`src/design/ttrb_ram.sv`:
```
// Generic single write, single read RAM with registered read data.
module ttrb_ram #(
  parameter int unsigned Width = 32,
  parameter int unsigned Depth = 64
) (
  input  logic                     clk_i,
  input  logic                     we_i,
  input  logic [$clog2(Depth)-1:0] waddr_i,
  input  logic [Width-1:0]         wdata_i,
  input  logic [$clog2(Depth)-1:0] raddr_i,
  output logic [Width-1:0]         rdata_o
);

  logic [Width-1:0] mem_q [Depth];

  always_ff @(posedge clk_i) begin
    if (we_i) begin
      mem_q[waddr_i] <= wdata_i;
    end
    rdata_o <= mem_q[raddr_i];
  end

endmodule

```
`config.mk`:
```
export PLATFORM = sky130hd
export DESIGN_NAME = ttrb_ram
export DESIGN_NICKNAME = d
export VERILOG_FILES = /design/src/design/ttrb_ram.sv
export SDC_FILE = /design/constraint.sdc
export NUM_CORES = 2
export LEC_CHECK = 0
export BUFFER_PORTS_ARGS = -buffer_cell sky130_fd_sc_hd__buf_2
export CAP_MARGIN = 40
export CORE_MARGIN = 4
export CORE_UTILIZATION = 57
export CTS_CLUSTER_DIAMETER = 80
export DETAILED_ROUTE_END_ITERATION = 12
export PLACE_DENSITY = 0.78
export SLEW_MARGIN = 5
export SYNTH_ARGS = -nofsm -noshare
export SYNTH_HDL_FRONTEND = slang
export SYNTH_SLANG_ARGS = --single-unit
export TNS_END_PERCENT = 20
```
`constraint.sdc`:
```
create_clock -name clk_i -period 3.5 [get_ports clk_i]
set_input_delay 0.35 -clock clk_i [delete_from_list [all_inputs] [get_ports clk_i]]
set_output_delay 0.35 -clock clk_i [all_outputs]
set_load 0.1 [all_outputs]
```
### Yosys cells after proc, flatten, opt, wreduce, memory -nomap -nowiden

Memories as Yosys holds them, arrays and structs flattened. A register that Yosys moved wholly into a read port is not among the register bits.
Cells that the tools add are included.

| operators by class | value |
|---|---|
| mux-type cells | 2 |

Operators with widths:

| kind | count |
|---|---|
| 2-to-1 mux 1 bit | 2 |

| storage, ports and cells | value |
|---|---|
| register bits | 0 |
| RAM bits | 2048 |
| input bits | 46 |
| output and inout bits | 32 |
| word-level logic and storage cells | 3 |
| memories | 1 |

Memory list:

| name | words | bits a word | read ports | clocked after memory_dff | write ports | RTL line | text |
|---|---|---|---|---|---|---|---|
| mem_q | 64 | 32 | 1 | 1 | 1 | 14 | `logic [Width-1:0] mem_q [Depth];` |

### Depth between registers and ports, before layout

| depth | value |
|---|---|
| word-level depth | 2 |
| gate-level depth with buffers | 10 |
| mapped depth without buffers | 5 |

### Worst setup path before layout

OpenSTA, ideal clock, no wires.

| timing path | value |
|---|---|
| path type | input to register |
| from | in waddr_i[3] |
| to | mem mem_q[48][0], enable pin |
| setup time | 0.461 ns |
| data arrival time | 3.049 ns |
| required time | 3.039 ns |
| slack | -0.010 ns |
| stages on the path | 4 |
| path buffers | 1 |
| cells stage by stage | clkbuf_1 -> nor2b_1 -> nand4b_1 -> nor3_1 |

RTL lines:

| item | RTL line | text |
|---|---|---|
| from (decl) | 8 | `input logic [$clog2(Depth)-1:0] waddr_i,` |
| to (decl) | 14 |  |

No word-level cell before the write port.

==> flow_summary.yaml <==
floorplanning:
  core_sq_um: 136000
  die_x_um: 379
  num_io_pins: 78
  die-area_sq_um: 144000
  die_h_um: 379
  start_util_pct: 57.7
  rows: 135
yosys:
  synth-seq-area-share_pct: 79.1
  synthCells: 3324
  avgSynthCellArea_sq_um: 23.6
  synth_edf_count: 2048
  synthTopCellsByArea: "edfxtp_1 (78%), mux4_2 (16%), mux2i_1 (1.2%), dfxtp_1 (0.82%), o22ai_1 (0.67%)"
  ys.flop_type: "edfxtp_1"
  yosys.area.top_type_share_pct: 78.3
  syn-num-nets: 3370
  ys_warn_count: 0
  yosysTopAreaCell: "edfxtp_1"
  ys_ff_latch: 2080
  synth_most_common_cell: "edfxtp_1"
  ys_async_sr_fraction_pct: 0
  synth.distinct_cells: 34
  synth_common_cells: "edfxtp_1 (2,048), mux4_2 (544), nor2_1 (137)"
  synthesis.area_sq_um: 78500
power:
  p_leak_nw: 28.1
  p_per_area_nw_per_um2: 568
  ir_drop_mv: 0.622
  power.switching_mw: 11.1
  switching_share_pct: 21.8
  seq_power_share_pct: 54.5
  p_clk_share_pct: 39.6
  comb_power_share_pct: 5.9
  power.internal_mw: 39.7
sta:
  fin_crit_ns: 2.67
  min_period_over_period_pct: 76.3
  slew_viol_final: 0
  rsz0062_at_grt: "no"
  tns_ns: 0
  setup_viol: 0
  slew_headroom_pct: 37.6
  worst_slack_ns: 0.830
  tightest_slew_ns: 0.937
  finalHoldViolCount: 0
  finClkSkew_ns: 0.0169
  timing.fmax_ghz: 0.374
setup_path:
  reg2reg_to: "rdata_o[14]$_DFF_P_"
  required_ns: 4.15
  r2r_cells: 4
  reg2reg_setup_slack_ns: 1.13
  worstSetupPathType: "in2reg"
  arrival_ns: 3.33
  r2r_start: "mem_q[61][14]$_DFFE_PP_"
  setup.worst_path.start_class: "primary input"
  worst-path-max-fanout: 35
  cp-end-kind: "flip-flop"
routing:
  vias: 38956
  drt-initial-drc-count: 6290
  wl_um: 205000
  routedWlPerCell_um: 36.5
  dr.pass1.iters: 5
  ant_nets: 0
  via_per_inst: 6.93
  drc_errors: 0
cells_and_area:
  area_growth_pct: 14.1
  nNetsFinal: 3714
  utilization_pct: 65.8
  drive_gt1_share_pct: 30.7
global_routing:
  grt_max_degree: 62
  overflow: 0
  antenna_found_initial: 15
  grt_pass1_wl_um: 295000
  grt_pass1_vias: 40236
  grt_usage_pct: 29.2
status:
  outcome: "complete, no violations"
hold_path:
  hold_path.class: "in2reg"
  hold_depth: 1
  min-delay-start: "wdata_i[0]"
  holdPathEnd: "mem_q[17][0]$_DFFE_PP_"
placement:
  port_buffers: 77
  pre_cts_ws_ns: 0.0541
  hpwl_um: 111000
  place_congestion: 0.819
clock_tree:
  cts_tree: "done"
  cts_root_buf: "clkbuf_16"
  cts_setup_buffers: 0
  clk_latency_ns: 0.81
  cts_sinks: 2080
  cts_made_buffers: 192
  clockBufferDepth: 3
  clk_pin_slew_ns: 0.06
  cts.htree.levels: 4
job:
  max_cap_violations: 0
-- state kept, by name, indices dropped and copies added, names as in the netlist --
register and cells:
rdata_o 32, mem_q 2048
-- through the flow --
step	total power [mW]	instance area [sq um]	cells	hold WS, ns
final	50.8	89600	5621	0.0597
after global routing	52.3	89600	5618	0.0381
after CTS	51.0	89500	5613	0.00273
after detailed placement	31.2	83300	5230	0.644
after global placement	31.0	82700	5200	0.719
after floorplan	29.9	78500	3324	0.449
-- power by group through the flow --
stage	clock [mW]	combinational (mW)	sequential (mW)
floorplan	0	1.34	28.6
global placement	0	2.79	28.2
detailed placement	0	2.93	28.2
CTS	20.2	3.01	27.7
global route	21.4	3.15	27.7
finish	20.1	3.02	27.7
-- critical path, stage by stage --
cell and delay, ns:
buf_8 0.44, buf_12 0.27, buf_4 0.34, mux4_2 0.57, mux4_2 0.48, o22ai_1 0.68
nor2_1 0.12
-- placed cells by master, fill, tap and decap left out, types with 3 or more instances in the layout --
cell and n:
buf_2 73, or3_1 3, a21oi_1 62, nand2b_1 7
buf_4 166, buf_16 3, edfxtp_1 2048, nor2_1 75
nor3_1 5, o22ai_1 84, clkbuf_1 67, buf_8 3
nand3b_1 5, nor2_4 62, and3_1 4, buf_12 62
or3b_2 3, diode_2 8, dlygate4sd3_1 25, bufinv_16 8
o221ai_1 27, mux2i_1 93, nand2_1 26, clkbuf_16 196
dfxtp_1 32, a311oi_1 8, a41o_1 4, clkinv_2 28
o32ai_1 4, clkbuf_8 9, nor2b_1 15, mux4_2 544
clkinv_1 33, nand3_1 5, clkinvlp_4 5, clkinv_8 5
a22oi_1 12, inv_6 5
-- per-layer routing --
layer	vias to the layer above	routed length, um	track usage [%]
met5	-	41	0
met4	6	10500	13.3
met3	532	26100	7.39
met2	3186	98900	45.7
met1	20252	69700	39.5
li1	14980	-	-
-- cell families (layout without fill, tap and decap cells) --
group,after synthesis,count (layout),share of synthesized area (%)
AO/OA/AOI/OAI,202,202,1.67
flip-flops,2080,2080,79.1
buffers and inverters,182,690,1.13
multiplexers,637,637,16.8
other,0,8,0
AND/OR/NAND/NOR,223,223,1.27
-- worst max-delay path by stage --
| stage | cells past startpoint | start | endpoint | slack (ns) |
|---|---|---|---|---|
| 2_1_floorplan | 4 | waddr_i[3] | mem_q[49][0]$_DFFE_PP_ | -0.003 |
| 3_3_place_gp | 7 | raddr_i[0] | rdata_o[7]$_DFF_P_ | 0.07 |
| 3_5_place_dp | 7 | raddr_i[0] | rdata_o[14]$_DFF_P_ | 0.05 |
| 4_1_cts | 7 | raddr_i[0] | rdata_o[14]$_DFF_P_ | 0.90 |
| 5_1_grt | 7 | raddr_i[0] | rdata_o[14]$_DFF_P_ | 0.82 |
| 6_report | 7 | raddr_i[0] | rdata_o[14]$_DFF_P_ | 0.83 |
-- cell type report --
type                    count  area, sq um
multi-input cells        1062        16000
fillers                  8059        46600
repair buffers            332         3230
diodes                      8         20.0
well taps                1781         2230
clock inverters            86          696
clock buffers             272         5280
flip-flops and latches   2080        62100
-- timing repair --
item,in CTS,in global routing
hold buffers,25,0
hold endpoints to repair,313,0
gates resized for setup,0,0
No activity file was read; power rests on OpenSTA's default activity.
