[src/design/ttrb_div_cell.sv]
// One restoring-division cell: takes one quotient bit and hands the rest on.
module ttrb_div_cell (
  input  logic        clk_i,
  input  logic [40:0] rem_i,
  input  logic        bit_i,
  input  logic [31:0] div_i,
  input  logic [8:0]  quo_i,
  output logic [40:0] rem_o,
  output logic [31:0] div_o,
  output logic [8:0]  quo_o
);

  logic [41:0] shifted;
  logic        take;

  always_comb begin
    // shift in the next numerator bit
    shifted = {rem_i, bit_i};
    take    = (shifted[41:32] != 10'd0) || (shifted[31:0] >= div_i);
  end

  always_ff @(posedge clk_i) begin
    div_o <= div_i;
    quo_o <= {quo_i[7:0], take};
    rem_o <= take ? (shifted[40:0] - {9'd0, div_i}) : shifted[40:0];
  end

endmodule

[config.mk]
export PLATFORM = sky130hd
export DESIGN_NAME = ttrb_div_cell
export DESIGN_NICKNAME = d
export VERILOG_FILES = /design/src/design/ttrb_div_cell.sv
export SDC_FILE = /design/constraint.sdc
export NUM_CORES = 1
export LEC_CHECK = 0
export BUFFER_PORTS_ARGS = -buffer_cell sky130_fd_sc_hd__buf_2
export CAP_MARGIN = 20
export CELL_PAD_IN_SITES_DETAIL_PLACEMENT = 0
export CELL_PAD_IN_SITES_GLOBAL_PLACEMENT = 1
export CORE_ASPECT_RATIO = 0.9
export CORE_MARGIN = 2
export CORE_UTILIZATION = 35
export CTS_CLUSTER_DIAMETER = 200
export DETAILED_ROUTE_END_ITERATION = 10
export HOLD_SLACK_MARGIN = 0.08
export PLACE_DENSITY = 0.77
export SLEW_MARGIN = 20
export SYNTH_ARGS = -nofsm -noshare
export SYNTH_HDL_FRONTEND = slang
export SYNTH_SLANG_ARGS = --single-unit
[constraint.sdc]
create_clock -name clk_i -period 3.3 [get_ports clk_i]
set_input_delay 0.33 -clock clk_i [delete_from_list [all_inputs] [get_ports clk_i]]
set_output_delay 0.33 -clock clk_i [all_outputs]
set_load 0.05 [all_outputs]
* After elaboration in Yosys (flattened, before gate mapping)
Index checks and enable logic that the tools add are counted.
** Operators by class
- $lt $le $gt $ge :: 1
- Bitwise gates (word level) :: 0
- Shift operators :: 0
- $mul :: 0
- Div/mod/pow operators :: 0
- Reductions and logical operators :: 2
- Equality and inequality tests :: 0
- Add/sub/neg operators :: 1
- Multiplexer cells :: 1
** Operators with widths (number)
- 2-to-1 mux 41 bit :: 1
- subtractor 41 x 32 -> 41 bit :: 1
- greater-or-equal comparator 32 bit :: 1
- nonzero test 10 bit :: 1
- logical OR 1 bit :: 1
** Word-level totals
- Bits in read-only memories :: 0
- Bits of input ports :: 84
- Bits in writable memories :: 0
- Bits in latches :: 0
- Bits in registers :: 82
- Memories :: 0
- Word-level logic and storage cells :: 8

* Longest topological paths before layout
Gate-level depths: netlist of run 1.
- Word-level depth :: 3
- Depth in mapped cells :: 14
- Mapped depth without buffers :: 13

* Worst setup path after synthesis of run 1
OpenSTA, ideal clock, no wires.
- Path kind :: input to register
- Start point :: input port bit_i
- End point :: register rem_o[35]
- Buffers on the path :: 1
- Path slack :: 0.622 ns
- Arrival :: 2.607 ns
- Stages on the path :: 14
- Path through :: inv_1 > ha_1 > fa_1 > nand2b_1 > a21oi_1 > nor2_1 > o31a_1 > a21oi_4 > nor3b_2 > buf_6 > inv_8 > o211ai_4 > nor4b_2 > xor2_1
** On the way
- Cells in the longest elaborated chain, start to end :: 3
** Ends and longest elaborated chain
- start, declared :: RTL line 5 : input logic bit_i,
- greater-or-equal comparator 32 bit :: RTL line 19 : take = (shifted[41:32] != 10'd0) || (shifted[31:0] >= div_i);
- logical OR 1 bit :: RTL line 19
- via take :: RTL line 14 : logic take;
- 2-to-1 mux 41 bit :: RTL line 25 : rem_o <= take ? (shifted[40:0] - {9'd0, div_i}) : shifted[40:0];
- end signal, assigned :: RTL line 25
- end, declared :: RTL line 8 : output logic [40:0] rem_o,
The timed path passes the listed nets, and every way through them passes these cells.

* Worst setup path in the final report of run 1
- Start point :: input port div_i[7]
- End point :: register rem_o[38]
** On the way
- Cells in the longest elaborated chain, start to end :: 3
** Ends and longest elaborated chain
- start, declared :: RTL line 6 : input logic [31:0] div_i,
- parallel branches: the longest is 2 deep, another holds subtractor 41 x 32 -> 41 bit
- 2-to-1 mux 41 bit * :: RTL line 25
Every way passes the cells marked *.

==> results.json, run 1 <==
{
  "tightestPinTransition_ns": 0.512,
  "async_flop_share": 0,
  "die_h_um": 108,
  "portBuffers": 164,
  "startpoint_type": "primary input",
  "grt_pass1_wl_um": 18200,
  "cpMaxStageDelayCell": "dlygate4sd3_1",
  "seqPwrFrac": 0.360,
  "crit_path_max_fanout": 6,
  "cts_buffers": 9,
  "cts_sinks": 82,
  "clk_pin_slew_ns": 0.07,
  "core_um2": 11600,
  "final_core_util": 0.479,
  "worstPathRequired_ns": 3.54,
  "crit_path_end": "rem_o[38]",
  "place_ws_ns": 0.270,
  "num_antenna_cells": 0,
  "layout_common_cells": "164 x buf_2, 82 x dfxtp_1, 61 x nand2_1",
  "synth_flop_cell": "dfxtp_1",
  "vias_per_cell": 4.81,
  "ys_seq_elements": 82,
  "whs_ns": 0.0948,
  "boundaryPins": 166,
  "min_period_over_period": 0.918,
  "dp_hpwl_um": 9020,
  "place.gp.congestion": 0.821,
  "cpPeakStageDelay_ns": 0.53,
  "drive_above_1_share": 0.302,
  "area_delta_synth_final_pct": 32.1,
  "switchingPower_uw": 1230,
  "crit_chain": "dlygate4sd3_1 > buf_2 > inv_1 > ha_1 > a21oi_1 > nand2_1 > nor2_1 > o31ai_1 > buf_4 > a21oi_1 > o21ai_0 > a2111o_1 > xnor2_1",
  "htreeDepth": 3,
  "fillCellCount": 1219,
  "first_pass_iters": 4,
  "synth_area_per_cell_um2": 8.61,
  "hold_path.class": "primary input to register",
  "synth_cell_types": 61,
  "root_buffer": "clkbuf_16",
  "synth_seq_area_share": 0.391,
  "cts_tree": "yes",
  "drt_iter0_markers": 152,
  "fp.dieW_um": 119,
  "status": "finished clean",
  "syn_nets": 604,
  "grt_start_max_net_pins": 57,
  "nNetsFinal": 777,
  "yosys_warnings": 0,
  "rsz0062_at_grt": "no",
  "p_int_uw": 1940,
  "cp-startpoint": "div_i[7]",
  "setup_slack_ns": 0.269,
  "hold_violations": 0,
  "drc": 0,
  "p_per_area_nw_per_um2": 572,
  "setup_violations": 0,
  "post-route-min-period_ns": 3.03,
  "finalWirelength_um": 11400,
  "die_area_um2": 12900,
  "swShare": 0.389,
  "crit_top_cell": "a21oi_1",
  "maxCapViolations": 0,
  "wl_per_cell_um": 13.9,
  "critical_path_class": "primary input to register",
  "antenna_left": 0,
  "grt-ovfl-total": 0,
  "cts.path.max_buffers": 2,
  "clock.fmax_mhz": 330,
  "grt_use_total": 0.179,
  "power_frac_comb": 0.343,
  "ir_worst_vdd_mv": 0.353,
  "postSynthCellCount": 487,
  "row_count": 37,
  "leakagePower_uw": 0.00261,
  "setup_tns_ns": 0,
  "post_cts_buffers": 0,
  "slew_headroom": 0.650,
  "synth_edf_count": 0,
  "mostFrequentLayoutCell": "buf_2",
  "grt_pass1_vias": 3952,
  "syn_area_um2": 4190,
  "start_util": 0.362,
  "endpoint_kind": "register",
  "vias": 3947,
  "finalMaxSlewViolations": 0,
  "power_frac_clock": 0.297,
  "antenna_found_initial": 1,
  "arrival_ns": 3.27
}
## area by class of cell
type                            count  area, um^2  share of cell area
Multi-Input combinational cell    350        2320               0.419
Clock buffer                        9         225              0.0406
Sequential cell                    82        1640               0.296
Inverter                           39         154              0.0278
Tap cell                          156         195              0.0352
Timing Repair Buffer              178         948               0.171
Clock inverter                      7        55.1             0.00993
## cells by family (layout without fill, tap and decap cells)
kind of cell | after synthesis | in the layout | synth area share
multiplexers | 3 | 3 | 0.00984
flip-flops | 82 | 82 | 0.391
AO/OA/AOI/OAI | 130 | 130 | 0.191
adder cells (fa/ha/maj) | 33 | 33 | 0.100
AND/OR/NAND/NOR | 147 | 147 | 0.174
XOR/XNOR | 37 | 37 | 0.0773
buffers and inverters | 55 | 233 | 0.0567
## state kept, by name (all words and copies together) (netlist names)
signal and count:
rem_o 41, quo_o 9, div_o 32
## what timing repair did
| item | CTS | global route |
|---|---|---|
| endpoints found under the hold margin | 9 | 0 |
| resized for setup | 0 | 2 |
| setup endpoints to repair | 0 | 1 |
| hold buffers | 9 | 0 |
## how the worst min path moves through the flow
stage / slack (ns) / to / startpoint / depth (start not counted)
3_3_place_gp: 0.44 / quo_o[6] / quo_i[5] / 1
4_1_cts: 0.08 / div_o[28] / div_i[28] / 1
2_1_floorplan: 0.36 / div_o[0] / div_i[0] / 0
3_5_place_dp: 0.43 / quo_o[8] / quo_i[7] / 1
6_report: 0.09 / div_o[28] / div_i[28] / 1
5_1_grt: 0.08 / div_o[27] / div_i[27] / 1
## power by group through the flow
stage	Combinational (uW)	Clock (uW)	Sequential, uW
after floorplan	353	0	1610
after global placement	1080	0	1160
after detailed placement	1080	0	1160
after CTS	1090	974	1140
after global routing	1170	1010	1150
final	1090	943	1140
## metal layers
layer / track usage / routed length [um] / vias to the layer above / share of wire
met5: 0 / 16 / - / 0.0014
met1: 0.219 / 5270 / 1765 / 0.46
met2: 0.292 / 4970 / 133 / 0.44
li1: - / - / 2031 / -
met4: 0.0605 / 190 / 2 / 0.017
met3: 0.0630 / 934 / 16 / 0.082
## through the flow
stage	instance area, um^2	power [uW]	std cells
after floorplan	4190	1970	487
after CTS	5540	3210	821
final	5540	3170	821
after global placement	5170	2240	796
after detailed placement	5170	2240	796
after global routing	5540	3330	821
## Yosys cell counts (all sizes together) (4+ instances only)
cell type | n | area share
inv | 39 | 0.037
ha | 32 | 0.095
xnor2 | 17 | 0.036
nand2b | 9 | 0.013
dfxtp | 82 | 0.39
nor4 | 4 | 0.0075
o21ai | 52 | 0.062
clkbuf | 7 | 0.0066
a21oi | 39 | 0.049
nand3 | 6 | 0.0072
o211ai | 4 | 0.010
xor2 | 20 | 0.042
or4 | 4 | 0.0081
a211oi | 5 | 0.0090
nand4 | 9 | 0.015
nor2b | 5 | 0.0075
nand2 | 61 | 0.055
buf | 9 | 0.013
nor2 | 28 | 0.025
a21o | 6 | 0.011
nor3 | 6 | 0.0072
## critical path, delay by kind of cell
kind | cells | cell delay (ns)
compound gates | 5 | 1.32
buf+inv | 4 | 0.84
fa+ha+maj | 1 | 0.35
simple gates | 2 | 0.28
xor+xnor | 1 | 0.13
Power figures use the tool's default switching activity.
==> inputs of run 2 (changes only) <==
--- a/config.mk
+++ b/config.mk
@@ -11,11 +11,11 @@
 export CELL_PAD_IN_SITES_GLOBAL_PLACEMENT = 1
 export CORE_ASPECT_RATIO = 0.9
 export CORE_MARGIN = 2
-export CORE_UTILIZATION = 35
+export CORE_UTILIZATION = 32
 export CTS_CLUSTER_DIAMETER = 200
 export DETAILED_ROUTE_END_ITERATION = 10
 export HOLD_SLACK_MARGIN = 0.08
-export PLACE_DENSITY = 0.77
+export PLACE_DENSITY = 0.74
 export SLEW_MARGIN = 20
 export SYNTH_ARGS = -nofsm -noshare
 export SYNTH_HDL_FRONTEND = slang
==> constraint.sdc (replaced) <==
create_clock -name clk_i -period 2.5 [get_ports clk_i]
set_input_delay 0.25 -clock clk_i [delete_from_list [all_inputs] [get_ports clk_i]]
set_output_delay 0.25 -clock clk_i [all_outputs]
set_load 0.05 [all_outputs]
==> run 2 against run 1 <==
Net effect: routed wire length rose by 7.9%; flip-flop and latch count did not move; sequential power rose by 32%; clock-buffer cell count did not move; via count rose by 10%; combinational power rose by 50%; utilization rose by 3.8 points; global-route usage fell by 0.14 points; critical path depth did not move; total power rose by 38%; clock power rose by 30%; hold slack improved by 0.010 ns; critical path type unchanged; largest cell class unchanged.
==> results.json, run 2 (synthesized netlist as in run 1, its figures left out) <==
{
  "status": "finished clean",
  "ir_worst_vdd_mv": 0.381,
  "grt_start_max_net_pins": 31,
  "seqPwrFrac": 0.345,
  "place_inst": 883,
  "drive_above_1_share": 0.389,
  "mostFrequentLayoutCell": "buf_2",
  "stdcell_area_um2": 6580,
  "grt_pass1_vias": 4290,
  "maxCapViolations": 0,
  "p_int_uw": 2720,
  "wl_per_cell_um": 13.1,
  "endpoint_kind": "register",
  "largest_reg_flops": 41,
  "portBuffers": 164,
  "start_util": 0.329,
  "placed_cell_area_um2": 5890,
  "htreeDepth": 3,
  "power_frac_comb": 0.375,
  "cts_tree": "yes",
  "grt_pass1_wl_um": 20300,
  "crit_path_max_fanout": 5,
  "nNetsFinal": 885,
  "clk_pin_slew_ns": 0.06,
  "cpMaxStageDelayCell": "ha_1",
  "finalNonFillerCells": 937,
  "drt_iter0_markers": 150,
  "post-route-min-period_ns": 2.35,
  "die_area_um2": 14000,
  "min_period_over_period": 0.940,
  "dp_hpwl_um": 9790,
  "final_core_util": 0.517,
  "hold_path.class": "primary input to register",
  "finalMaxSlewViolations": 0,
  "row_count": 39,
  "grt_use_total": 0.177,
  "slew_headroom": 0.721,
  "clock.fmax_mhz": 425,
  "finalWirelength_um": 12300,
  "first_pass_iters": 4,
  "critical_path_class": "primary input to register",
  "cts_sinks": 82,
  "layout_common_cells": "164 x buf_2, 82 x dfxtp_1, 82 x buf_4",
  "leakagePower_uw": 0.00312,
  "cp-startpoint": "div_i[6]",
  "fp.dieW_um": 125,
  "switchingPower_uw": 1670,
  "crit_chain": "buf_2 > inv_1 > ha_1 > o21ai_1 > nor4b_1 > o21ai_0 > buf_4 > a2111oi_0 > buf_4 > o21ai_1 > o211ai_4 > nor4b_2 > xor2_1",
  "grt-ovfl-total": 0,
  "die_h_um": 113,
  "worstPathRequired_ns": 2.73,
  "boundaryPins": 166,
  "crit_path_end": "rem_o[35]",
  "cts.path.max_buffers": 2,
  "fillCellCount": 1228,
  "area_delta_synth_final_pct": 56.9,
  "core_um2": 12700,
  "p_per_area_nw_per_um2": 666,
  "arrival_ns": 2.58,
  "swShare": 0.380,
  "root_buffer": "clkbuf_16",
  "regMostFlops": "rem_o",
  "vias": 4347,
  "antenna_left": 0,
  "antenna_found_initial": 1,
  "cpPeakStageDelay_ns": 0.36,
  "setup_violations": 0,
  "cts_buffers": 9,
  "place.gp.congestion": 0.845,
  "tightestPinTransition_ns": 0.416,
  "num_antenna_cells": 0,
  "drc": 0,
  "hold_violations": 0,
  "startpoint_type": "primary input",
  "power_frac_clock": 0.281,
  "largestRegisters": "rem_o x41, div_o x32, quo_o x9",
  "vias_per_cell": 4.64
}
[run 2: changes by cell type in the layout (fill, tap and decap cells not counted), moves of 4 or more]
cell / delta
inv_2: +4
inv_1: -5
ha_1: -7
dlygate4sd3_1: +29
ha_4: +7
buf_4: +77
[run 2: how the worst min path moves through the flow]
stage                    from         to  slack (ns)  depth (start not counted)
floorplan            div_i[0]   div_o[0]        0.28                          0
global placement     quo_i[4]   quo_o[5]        0.36                          1
detailed placement   quo_i[3]   quo_o[4]        0.35                          1
CTS                 rem_i[38]  rem_o[39]        0.09                          2
global route        rem_i[38]  rem_o[39]         0.1                          2
finish              rem_i[36]  rem_o[37]        0.11                          2
[run 2: what timing repair did]
item | in CTS | in global routing
endpoints found under the hold margin | 38 | 0
endpoints found under the setup margin | 0 | 22
gates resized for setup | 0 | 8
hold buffers | 38 | 0
buffers inserted | 0 | 0
[run 2: metrics by stage]
step | TNS (ns) | power (uW) | hold WS, ns | setup WS, ns
global placement | -4.69 | 3130 | 0.355 | -0.319
floorplan | 0 | 2640 | 0.278 | 0.00232
detailed placement | -5.74 | 3130 | 0.354 | -0.344
CTS | 0 | 4440 | 0.0907 | 0.0254
finish | 0 | 4380 | 0.105 | 0.150
global route | -0.00376 | 4620 | 0.100 | -0.00376
[run 2: layout make-up]
cell class | instances | area (um^2) | share of cell area
Clock buffer | 9 | 225 | 0.0342
Clock inverter | 7 | 53.8 | 0.00817
Inverter | 39 | 156 | 0.0238
Multi-Input combinational cell | 350 | 2460 | 0.374
Sequential cell | 82 | 1640 | 0.249
Tap cell | 164 | 205 | 0.0312
Timing Repair Buffer | 286 | 1840 | 0.279
[run 2: power groups by stage]
stage	registers [uW]	clock network (uW)	logic, uW
after floorplan	2130	0	504
after global placement	1540	0	1590
after detailed placement	1540	0	1590
after CTS	1510	1280	1640
after global routing	1520	1330	1770
final	1510	1230	1640
[run 2: worst max-delay path, delay by kind of cell]
kind / cells / cell delay (ns)
compound gates: 5 / 1.00
xor+xnor: 1 / 0.16
simple gates: 2 / 0.35
fa+ha+maj: 1 / 0.36
buf+inv: 4 / 0.46
[run 2: per-layer routing]
| layer | global-route usage | wire (um) | vias up |
|---|---|---|---|
| li1 | - | - | 2251 |
| met1 | 0.236 | 5870 | 1944 |
| met2 | 0.275 | 5380 | 131 |
| met3 | 0.0505 | 808 | 19 |
| met4 | 0.0629 | 210 | 2 |
| met5 | 0 | 11 | - |
